<file path="src/hw/rtl/rsu_pkg.sv">
package rsu_pkg;

    // Operation codes of the rotate and shift unit.
    typedef enum logic [3:0] {
        OP_RLC = 4'd0,
        OP_RRC = 4'd1,
        OP_RL  = 4'd2,
        OP_RR  = 4'd3,
        OP_SLA = 4'd4,
        OP_SRA = 4'd5,
        OP_SRL = 4'd6,
        OP_RLD = 4'd7,
        OP_RRD = 4'd8
    } op_t;

    // Processor flag bits as they travel down the pipeline.
    typedef struct packed {
        logic sign;
        logic zero;
        logic half;
        logic xflag;
        logic parity;
        logic subtract;
        logic carry;
    } flags_t;

    // Request as captured at the input.
    typedef struct packed {
        op_t        op;
        logic [7:0] operand;
        logic [7:0] acc;
        logic       update;
        flags_t     flags;
    } s1_t;

    // Request after the rotate or shift; carry is already the new carry.
    typedef struct packed {
        logic       byte_op;
        logic       nibble_op;
        logic       update;
        logic [7:0] result;
        logic [7:0] acc;
        flags_t     flags;
    } s2_t;

    // Finished result.
    typedef struct packed {
        logic [7:0] result;
        logic [7:0] acc;
        flags_t     flags;
    } s3_t;

    // Parity flag convention: 1 on an even number of set bits.
    function automatic logic even_parity(input logic [7:0] value);
        even_parity = ~(^value);
    endfunction

endpackage

</file>
<file path="src/hw/rtl/rotate_shift_unit_8bit.sv">
// Rotate and shift unit, three register stages: capture, rotate/shift, flags.
// Throughput is one request per cycle unless a stall reaches the input; a
// stalled stage holds only itself and the full stages behind it, so bubbles
// are squeezed out.
// Reset (rst_n low, asynchronous) clears the valid bit of every stage.
module rotate_shift_unit_8bit (
    input  logic       clk,
    input  logic       rst_n,

    input  logic       in_valid,
    output logic       in_stall,
    input  logic [3:0] operation,
    input  logic [7:0] operand,
    input  logic [7:0] acc_in,
    input  logic       update_sign_zero,
    input  logic       sign_in,
    input  logic       zero_in,
    input  logic       half_in,
    input  logic       xflag_in,
    input  logic       parity_in,
    input  logic       subtract_in,
    input  logic       carry_in,

    output logic       out_valid,
    input  logic       out_stall,
    output logic [7:0] result,
    output logic [7:0] acc_out,
    output logic       sign_out,
    output logic       zero_out,
    output logic       half_out,
    output logic       xflag_out,
    output logic       parity_out,
    output logic       subtract_out,
    output logic       carry_out
);

    logic          s1_valid_reg;
    logic          s2_valid_reg;
    logic          s3_valid_reg;
    rsu_pkg::s1_t  s1_reg;
    rsu_pkg::s1_t  s1_next;
    rsu_pkg::s2_t  s2_reg;
    rsu_pkg::s2_t  s2_next;
    rsu_pkg::s3_t  s3_reg;
    rsu_pkg::s3_t  s3_next;
    logic          s1_hold;
    logic          s2_hold;
    logic          s3_hold;

    // A stage holds when it is full and the stage after it holds.
    assign s3_hold  = s3_valid_reg & out_stall;
    assign s2_hold  = s2_valid_reg & s3_hold;
    assign s1_hold  = s1_valid_reg & s2_hold;
    assign in_stall = s1_hold;

    // Valid bits move forward whenever the receiving stage is not holding.
    always_ff @(posedge clk or negedge rst_n)
    begin
        if (!rst_n)
        begin
            s1_valid_reg <= 1'b0;
            s2_valid_reg <= 1'b0;
            s3_valid_reg <= 1'b0;
        end
        else
        begin
            if (!s1_hold)
            begin
                s1_valid_reg <= in_valid;
            end
            if (!s2_hold)
            begin
                s2_valid_reg <= s1_valid_reg;
            end
            if (!s3_hold)
            begin
                s3_valid_reg <= s2_valid_reg;
            end
        end
    end

    // Stage 1: capture the request.
    always_comb
    begin
        s1_next.op             = rsu_pkg::op_t'(operation);
        s1_next.operand        = operand;
        s1_next.acc            = acc_in;
        s1_next.update         = update_sign_zero;
        s1_next.flags.sign     = sign_in;
        s1_next.flags.zero     = zero_in;
        s1_next.flags.half     = half_in;
        s1_next.flags.xflag    = xflag_in;
        s1_next.flags.parity   = parity_in;
        s1_next.flags.subtract = subtract_in;
        s1_next.flags.carry    = carry_in;
    end

    // Stage 2: rotate or shift the operand and form the new carry.
    always_comb
    begin
        s2_next.byte_op   = 1'b0;
        s2_next.nibble_op = 1'b0;
        s2_next.update    = s1_reg.update;
        s2_next.result    = s1_reg.operand;
        s2_next.acc       = s1_reg.acc;
        s2_next.flags     = s1_reg.flags;
        unique case (s1_reg.op)
            rsu_pkg::OP_RLC:
            begin
                s2_next.byte_op     = 1'b1;
                s2_next.result      = {s1_reg.operand[6:0], s1_reg.operand[7]};
                s2_next.flags.carry = s1_reg.operand[7];
            end
            rsu_pkg::OP_RRC:
            begin
                s2_next.byte_op     = 1'b1;
                s2_next.result      = {s1_reg.operand[0], s1_reg.operand[7:1]};
                s2_next.flags.carry = s1_reg.operand[0];
            end
            rsu_pkg::OP_RL:
            begin
                s2_next.byte_op     = 1'b1;
                s2_next.result      = {s1_reg.operand[6:0], s1_reg.flags.carry};
                s2_next.flags.carry = s1_reg.operand[7];
            end
            rsu_pkg::OP_RR:
            begin
                s2_next.byte_op     = 1'b1;
                s2_next.result      = {s1_reg.flags.carry, s1_reg.operand[7:1]};
                s2_next.flags.carry = s1_reg.operand[0];
            end
            rsu_pkg::OP_SLA:
            begin
                s2_next.byte_op     = 1'b1;
                s2_next.result      = {s1_reg.operand[6:0], 1'b0};
                s2_next.flags.carry = s1_reg.operand[7];
            end
            rsu_pkg::OP_SRA:
            begin
                s2_next.byte_op     = 1'b1;
                s2_next.result      = {s1_reg.operand[7], s1_reg.operand[7:1]};
                s2_next.flags.carry = s1_reg.operand[0];
            end
            rsu_pkg::OP_SRL:
            begin
                s2_next.byte_op     = 1'b1;
                s2_next.result      = {1'b0, s1_reg.operand[7:1]};
                s2_next.flags.carry = s1_reg.operand[0];
            end
            rsu_pkg::OP_RLD:
            begin
                s2_next.nibble_op = 1'b1;
                s2_next.acc       = {s1_reg.acc[7:4], s1_reg.operand[7:4]};
                s2_next.result    = {s1_reg.operand[3:0], s1_reg.acc[3:0]};
            end
            rsu_pkg::OP_RRD:
            begin
                s2_next.nibble_op = 1'b1;
                s2_next.acc       = {s1_reg.acc[7:4], s1_reg.operand[3:0]};
                s2_next.result    = {s1_reg.acc[3:0], s1_reg.operand[7:4]};
            end
            default:
            begin
                // Unused codes pass everything through unchanged.
                s2_next.byte_op = 1'b0;
            end
        endcase
    end

    // Stage 3: sign, zero and parity flags; half and subtract cleared, xflag too on nibble rotates.
    always_comb
    begin
        s3_next.result = s2_reg.result;
        s3_next.acc    = s2_reg.acc;
        s3_next.flags  = s2_reg.flags;
        if (s2_reg.byte_op)
        begin
            s3_next.flags.half     = 1'b0;
            s3_next.flags.subtract = 1'b0;
            if (s2_reg.update)
            begin
                s3_next.flags.sign   = s2_reg.result[7];
                s3_next.flags.zero   = (s2_reg.result == 8'h00);
                s3_next.flags.parity = rsu_pkg::even_parity(s2_reg.result);
            end
        end
        else if (s2_reg.nibble_op)
        begin
            s3_next.flags.half     = 1'b0;
            s3_next.flags.xflag    = 1'b0;
            s3_next.flags.subtract = 1'b0;
            s3_next.flags.parity   = rsu_pkg::even_parity(s2_reg.acc);
        end
    end

    // Payload registers load when their stage takes a new request.
    always_ff @(posedge clk)
    begin
        if (in_valid && !s1_hold)
        begin
            s1_reg <= s1_next;
        end
        if (s1_valid_reg && !s2_hold)
        begin
            s2_reg <= s2_next;
        end
        if (s2_valid_reg && !s3_hold)
        begin
            s3_reg <= s3_next;
        end
    end

    // Output ports.
    assign out_valid    = s3_valid_reg;
    assign result       = s3_reg.result;
    assign acc_out      = s3_reg.acc;
    assign sign_out     = s3_reg.flags.sign;
    assign zero_out     = s3_reg.flags.zero;
    assign half_out     = s3_reg.flags.half;
    assign xflag_out    = s3_reg.flags.xflag;
    assign parity_out   = s3_reg.flags.parity;
    assign subtract_out = s3_reg.flags.subtract;
    assign carry_out    = s3_reg.flags.carry;

endmodule

</file>
<file path="config.mk">
export PLATFORM = sky130hd
export DESIGN_NAME = rotate_shift_unit_8bit
export DESIGN_NICKNAME = d
export VERILOG_FILES = /design/src/hw/rtl/rsu_pkg.sv /design/src/hw/rtl/rotate_shift_unit_8bit.sv
export SDC_FILE = /design/constraint.sdc
export NUM_CORES = 1
export LEC_CHECK = 0
export ABC_AREA = 0
export BUFFER_PORTS_ARGS = -buffer_cell sky130_fd_sc_hd__buf_2
export CAP_MARGIN = 20
export CORE_ASPECT_RATIO = 1.2
export CORE_MARGIN = 2
export CORE_UTILIZATION = 35
export CTS_CLUSTER_DIAMETER = 40
export DETAILED_ROUTE_END_ITERATION = 7
export PLACE_DENSITY = 0.55
export SYNTH_ARGS = -nofsm -noshare
export SYNTH_HDL_FRONTEND = slang
export SYNTH_SLANG_ARGS = --single-unit
</file>
<file path="constraint.sdc">
create_clock -name clk -period 2.3 [get_ports clk]
set_input_delay 0.23 -clock clk [delete_from_list [all_inputs] [get_ports clk]]
set_output_delay 0.23 -clock clk [all_outputs]
set_load 0.005 [all_outputs]
</file>
# [Word-level counts from Yosys, hierarchy flattened]
# Index checks and enable logic that the tools add are counted.
[totals] output_inout_bits=25 word_cells=74 input_bits=32 regBits=80
[op_classes] n_eq_ne=8 bitwise=5 n_reduce_logical=15 muxes=11
[ops] operator="$pmux 8 s9" n=1
[ops] operator="$eq 4x3->1 const B" n=4
[ops] operator="$reduce_xor 8->1" n=2
[ops] operator="$eq 4x2->1 const B" n=2
[ops] operator="$logic_not 8->1" n=1
[ops] operator="$pmux 4 s2" n=1
[ops] operator="$reduce_or 7->1" n=1
[ops] operator="$mux 2" n=3
[ops] operator="$eq 4x1->1 const B" n=1
[ops] operator="$eq 4x4->1 const B" n=1
[ops] operator="$logic_not 4->1" n=1
[ops] operator="$mux 1" n=4
[ops] operator="$reduce_or 2->1" n=2
[ops] operator="$reduce_or 4->1" n=1
[ops] operator="$and 1x1->1" n=3
[ops] operator="$logic_and 1x1->1" n=3
[ops] operator="$logic_not 1->1" n=3
[ops] operator="$mux 3" n=1
[ops] operator="$reduce_or 3->1" n=1
[ops] operator="$not 1->1" n=2
[ops] operator="$pmux 1 s2" n=1

# [Longest topological paths before layout]
# Gate-level depths: netlist (run 1).
[logic_depth] ltp_word=5 mapped_depth=6 mapped_depth_nobuf=6

# [Least setup slack after synthesis (run 1)]
# OpenSTA, ideal clock, no wires.
[synth_timing] kind="flip-flop to flip-flop" startpoint="register s3_valid_reg (netlist: out_valid)" endpoint="register s3_reg, in the netlist acc_out[0], enable pin" synth_period_minus_slack_ps=2597 required_ps=1862 setup_time_ps=438 n_path_buf=0 arrival_ps=2159 slack_ps=-297 stages_incl_launch_ff=2 cell_sequence="dfrtp_1 a21boi_0"
[synth_via] elab_chain_cells=3
[synth_lines] item="start: declaration" line_no="rotate_shift_unit_8bit.sv:39" rtl="logic s3_valid_reg;"
[synth_lines] item="start signal: assignment" line_no="rotate_shift_unit_8bit.sv:77" rtl="s3_valid_reg <= s2_valid_reg;"
[synth_lines] item="$and 1x1->1" line_no="rotate_shift_unit_8bit.sv:51" rtl="assign s3_hold = s3_valid_reg & out_stall;"
[synth_lines] item="$logic_not 1->1" line_no="rotate_shift_unit_8bit.sv:207" rtl="if (s2_valid_reg && !s3_hold)"
[synth_lines] item="$logic_and 1x1->1" line_no="rotate_shift_unit_8bit.sv:207"
[synth_lines] item="end signal: assignment" line_no="rotate_shift_unit_8bit.sv:209" rtl="s3_reg <= s3_next;"
[synth_lines] item="end: declaration" line_no="rotate_shift_unit_8bit.sv:44" rtl="rsu_pkg::s3_t s3_reg;"
# Every way passes these cells.
# A chain may end at the register's enable or synchronous reset.

==> flow_summary.ini, run 1 <==
[run_status]
outcome = finished, final reports clean

[cts]
clock_path_buffers = 2
cts_root_buf = clkbuf_16
cts_hold_buf = 1
cts_buffers = 9
cts_max_level = 3
clk_pin_slew_ps = 60
cts_tree = done
cts_num_sinks = 80
cts_resized = 0
clk_latency_ps = 330
cts_setup_buffers = 0

[drt]
wl_um = 6124
drc = 0
via_count = 1958
drt_first_pass_iters = 4
vias_per_cell = 4.673
ant_nets = 0
drt_iter0_markers = 67
wl_per_cell_um = 14.62

[final_layout]
layout-area-overhead-vs-synth_pct = 21.52
final_cells = 419
mostFrequentLayoutCell = edfxtp_1
drive_above_1_share_pct = 28.04
largest_reg_flops = 28
diodes = 0
finalNetCount = 327
n_fill_cell = 868
final_cell_mix = edfxtp_1 (77), buf_2 (56), nand2_1 (20)

[power]
leakage_nw = 1.587
p_int_mw = 2.800
power.density_nw_per_um2 = 895.3
seqPwrFrac_pct = 51.3
pwr-share-comb_pct = 10.4
power_frac_clock_pct = 38.4
ir_drop_mv = 0.3740
netSwitchingFraction_pct = 22.87
p_sw_uw = 830.4

[die]
num_rows = 39
core-area_um2 = 9418
die_h_um = 111.0
start_util_pct = 35.43
dieArea_um2 = 10330
ios = 57
die_width_um = 93.14

[logic_synthesis]
syn_nets = 265
syn_area_um2 = 3337
syn_avg_cell_area_um2 = 14.57
synth-seq-area-share_pct = 71.54
yosysUniqueCellTypes = 42
ys_seq_elements = 80
synth_cells = 229
yosysWarnings = 0

[sta]
min_period_ps = 1848
setup_viol = 0
finalSetupTns_ps = 0
fmax_mhz = 541.1
hold_violations = 0
finalClockSkew_ps = 5.166
period_share_pct = 80.35
tightest_slew_ps = 489.6
rsz0062_at_grt = no
relSlewSlack_pct = 67.36
slew_viol_final = 0

[critical_path]
worst-setup-path-type = reg -> reg
critPathCaptureType = flop
crit_required_ps = 2380
start_kind = flop
rr_worst_depth = 4
critPathMaxFanout = 13
critPathArrivalTime_ps = 1930

[global_route]
grt_pass1_wl_um = 9956
antenna_found_initial = 0
first_global_vias = 1971
track_usage_pct = 12.93
grt_max_degree = 29
grt.overflow.total = 0

[hold_path]
min_path_type = in -> reg
whs_path_depth = 1

[placed_design]
hpwl_um = 4303
gp_congestion = 0.8356
dpl.cell_count = 402
port_buffers = 56

[run]
drv_cap = 0
cells in the mapped netlist:
| master | number | area (um^2) |
|---|---|---|
| mux4_2 | 1 | 22.52 |
| a2bb2oi_1 | 1 | 8.760 |
| nor2b_1 | 3 | 18.77 |
| and3_1 | 6 | 37.54 |
| dfrtp_1 | 3 | 75.07 |
| a31oi_1 | 7 | 43.79 |
| nand2_1 | 20 | 75.07 |
| nor3b_1 | 2 | 15.01 |
| o21a_1 | 1 | 7.510 |
| nand3_1 | 2 | 10.01 |
| a21o_1 | 2 | 15.01 |
| nor3_4 | 1 | 16.27 |
| buf_1 | 1 | 3.750 |
| buf_6 | 2 | 22.52 |
| inv_1 | 14 | 52.55 |
| nand2_2 | 1 | 6.260 |
| a32oi_1 | 2 | 17.52 |
| xor2_1 | 1 | 8.760 |
| a21boi_0 | 2 | 15.01 |
| nor2_1 | 7 | 26.28 |
| a221o_1 | 4 | 40.04 |
| o21ai_1 | 1 | 5.000 |
| and2_4 | 1 | 8.760 |
| nand2b_1 | 3 | 18.77 |
| ha_1 | 4 | 50.05 |
| a21oi_2 | 1 | 8.760 |
| clkbuf_1 | 1 | 3.750 |
| a21oi_1 | 5 | 25.02 |
| o21ai_0 | 6 | 30.03 |
| o22ai_1 | 1 | 6.260 |
| nor3_1 | 8 | 40.04 |
| a311oi_1 | 1 | 8.760 |
| buf_2 | 8 | 40.04 |
| a2111oi_0 | 1 | 8.760 |
| edfxtp_1 | 77 | 2312 |
| a221oi_1 | 2 | 17.52 |
| a211oi_1 | 1 | 7.510 |
| xnor2_1 | 10 | 87.58 |
| or3_1 | 2 | 12.51 |
| mux2i_1 | 7 | 70.07 |
| and2_1 | 3 | 18.77 |
| nand4_1 | 3 | 18.77 |
power by group through the flow:
stage	Combinational (mW)	Clock (mW)	Sequential, mW
final	0.377	1.39	1.86
after global routing	0.426	1.50	1.88
after CTS	0.390	1.44	1.86
after detailed placement	0.387	0	1.89
after global placement	0.385	0	1.89
after floorplan	0.257	0	1.86
worst max-delay path, stage by stage, from the launching register on:
cell,delay [ps]
edfxtp_1,600
and2_1,390
and2_4,230
a21oi_2,60
a221o_1,320
final cells by class:
cell class | count | area (um^2) | share of cell area, %
clock inverter | 6 | 66.31 | 1.635
inverter | 14 | 52.55 | 1.296
clock buffer | 10 | 229.0 | 5.646
sequential | 80 | 2387 | 58.87
multi-input combinational | 123 | 830.8 | 20.49
timing repair buffer | 63 | 335.3 | 8.269
tap | 123 | 153.9 | 3.795
metal layers:
metal  vias up  GRT usage (%)  wire length, um
li1        981              -                -
met1       921          16.21             2741
met2        46          20.63             3001
met3        10          3.535              258
met4         0          6.176              122
met5         -              0                0
path summary, 6_finish.rpt:
path                            start            to  slack [ps]
setup / recovery           s1_reg[26]    s2_reg[10]         450
hold / removal              acc_in[4]    s1_reg[12]          70
setup reg to reg           s1_reg[26]    s2_reg[10]         450
max in group asynchronous       rst_n  s2_valid_reg        1980
min in group asynchronous       rst_n     out_valid         220
hold reg to reg             s2_reg[0]     carry_out         420
through the flow:
step / util (%) / worst slack (ps) / power [mW] / hold WS, ps / instance area [um^2]
after global placement: 39.82 / 484.9 / 2.276 / 27.02 / 3750
final: 43.06 / 452.0 / 3.631 / 66.66 / 4055
after CTS: 43.06 / 452.9 / 3.696 / 53.83 / 4055
after floorplan: - / 311.8 / 2.118 / -65.59 / 3337
after global routing: 43.06 / 371.4 / 3.804 / 51.57 / 4055
after detailed placement: 39.82 / 455.3 / 2.282 / 30.02 / 3750
kinds of logic (layout without fill, tap and decap cells):
group	after synthesis	count (layout)	synth area share, %
AO/OA/AOI/OAI	38	38	7.949
XOR/XNOR	11	11	2.887
adder cells (fa/ha/maj)	4	4	1.500
buffers and inverters	26	93	3.674
flip-flops	80	80	71.54
multiplexers	8	8	2.775
AND/OR/NAND/NOR	62	62	9.674
Note: power is estimated with default switching activity, not from simulation.
==> run 2, diff against run 1 <==
--- a/config.mk
+++ b/config.mk
@@ -13,7 +13,7 @@
 export CORE_UTILIZATION = 35
 export CTS_CLUSTER_DIAMETER = 40
 export DETAILED_ROUTE_END_ITERATION = 7
-export PLACE_DENSITY = 0.55
+export PLACE_DENSITY = 0.53
 export SYNTH_ARGS = -nofsm -noshare
 export SYNTH_HDL_FRONTEND = slang
 export SYNTH_SLANG_ARGS = --single-unit
==> constraint.sdc (replaced) <==
create_clock -name clk -period 1.75 [get_ports clk]
set_input_delay 0.175 -clock clk [delete_from_list [all_inputs] [get_ports clk]]
set_output_delay 0.175 -clock clk [all_outputs]
set_load 0.005 [all_outputs]
==> flow_summary.ini, run 2 (synthesis gave the netlist of run 1 again) <==
[sta]
fmax_mhz = 609.1
rsz0062_at_grt = no
min_period_ps = 1642
period_share_pct = 93.81
finalClockSkew_ps = 8.011
hold_violations = 0
tightest_slew_ps = 427.3
slew_viol_final = 0
setup_viol = 0
finalSetupTns_ps = 0
relSlewSlack_pct = 70.78

[die]
core-area_um2 = 9418
die_width_um = 93.14
ios = 57
num_rows = 39
die_h_um = 111.0
dieArea_um2 = 10330
start_util_pct = 35.43

[final_layout]
final_cell_mix = edfxtp_1 (77), buf_2 (56), nand2_1 (20)
diodes = 0
largest_reg_flops = 28
finalNetCount = 336
mostFrequentLayoutCell = edfxtp_1
design_area_um2 = 4173
layout-area-overhead-vs-synth_pct = 25.05
drive_above_1_share_pct = 30.16

[run]
drv_cap = 0

[global_route]
antenna_found_initial = 0
track_usage_pct = 12.97
grt.overflow.total = 0
grt_pass1_wl_um = 10060
grt_max_degree = 29
first_global_vias = 2053

[power]
ir_drop_mv = 0.5939
leakage_nw = 1.650
power.density_nw_per_um2 = 1192

[cts]
cts_root_buf = clkbuf_16
clk_latency_ps = 330
cts_setup_buffers = 0
clk_pin_slew_ps = 60
cts_num_sinks = 80
cts_tree = done
clock_path_buffers = 2
cts_buffers = 9
cts_max_level = 3

[placed_design]
gp_congestion = 0.8234
place_area_um2 = 3842
hpwl_um = 4337
port_buffers = 56

[drt]
via_count = 2043
drt_first_pass_iters = 4
wl_per_cell_um = 14.52
wl_um = 6216
ant_nets = 0
vias_per_cell = 4.773
drt_iter0_markers = 102
drc = 0

[critical_path]
crit_required_ps = 1810
critPathArrivalTime_ps = 1700
critPathMaxFanout = 6
critPathCaptureType = flop
start_kind = flop
worst-setup-path-type = reg -> reg

[hold_path]
min_path_type = in -> reg

[run_status]
outcome = finished, final reports clean
[run 2: cell count changes in the layout (fill, tap and decap cells not counted)]
cell,before,now
buf_12,0,2
buf_4,6,13
bufinv_16,1,2
clkinv_2,2,1
[run 2: worst max-delay path: stages, from the launching register on]
cell	delay (ps)
edfxtp_1	500
buf_4	210
and3_1	130
a2111oi_0	430
a221oi_1	100
[run 2: per-layer routing]
metal / GRT usage [%] / part of all wire, % / routed length, um
met3: 3.059 / 4.6 / 285
met5: 0 / 0 / 0
met4: 6.863 / 2.7 / 170
met2: 21.59 / 50 / 3092
met1: 15.44 / 43 / 2667
[run 2: through the flow]
step	setup WS (ps)	total power [mW]	instances	util, %	hold slack, ps
floorplan	86.89	2.785	229	-	-120.6
global placement	183.3	3.015	411	40.80	-27.66
detailed placement	124.2	3.024	411	40.80	-24.24
CTS	108.1	5.031	428	44.31	5.780
global route	8.913	5.198	428	44.31	2.841
finish	108.3	4.974	428	44.31	13.08
[run 2: what timing repair did]
action / 4_1_cts / 5_1_grt
hold endpoints to repair: 3 / 0
resized for setup: 0 / 0
hold buffers: 1 / 0
[run 2: area by class of cell]
type                    instances  area, um^2
inverters                      14       52.55
repair buffers                 72       427.9
fillers                       830        5245
flip-flops and latches         80        2387
clock inverters                 6       91.34
well taps                     123       153.9
multi-input cells             123       830.8
clock buffers                  10       229.0
[run 2: final timing paths]
path,startpoint,endpoint,slack (ps),cells past startpoint
min in group asynchronous,rst_n,s1_valid_reg,160,2
worst min register to register,s1_reg[2],s2_reg[2],420,0
worst max-delay path,s1_reg[25],s2_reg[0],110,4
worst max register to register,s1_reg[25],s2_reg[0],110,4
max in group asynchronous,rst_n,s2_valid_reg,1480,2
worst min-delay path,operation[0],s1_reg[24],10,1
[run 2: report_power, final]
group	total, mW	internal [mW]	switching (mW)
logic	0.550	0.262	0.287
clock network	2.00	1.26	0.737
registers	2.43	2.33	0.0948
total	4.97	3.85	1.12
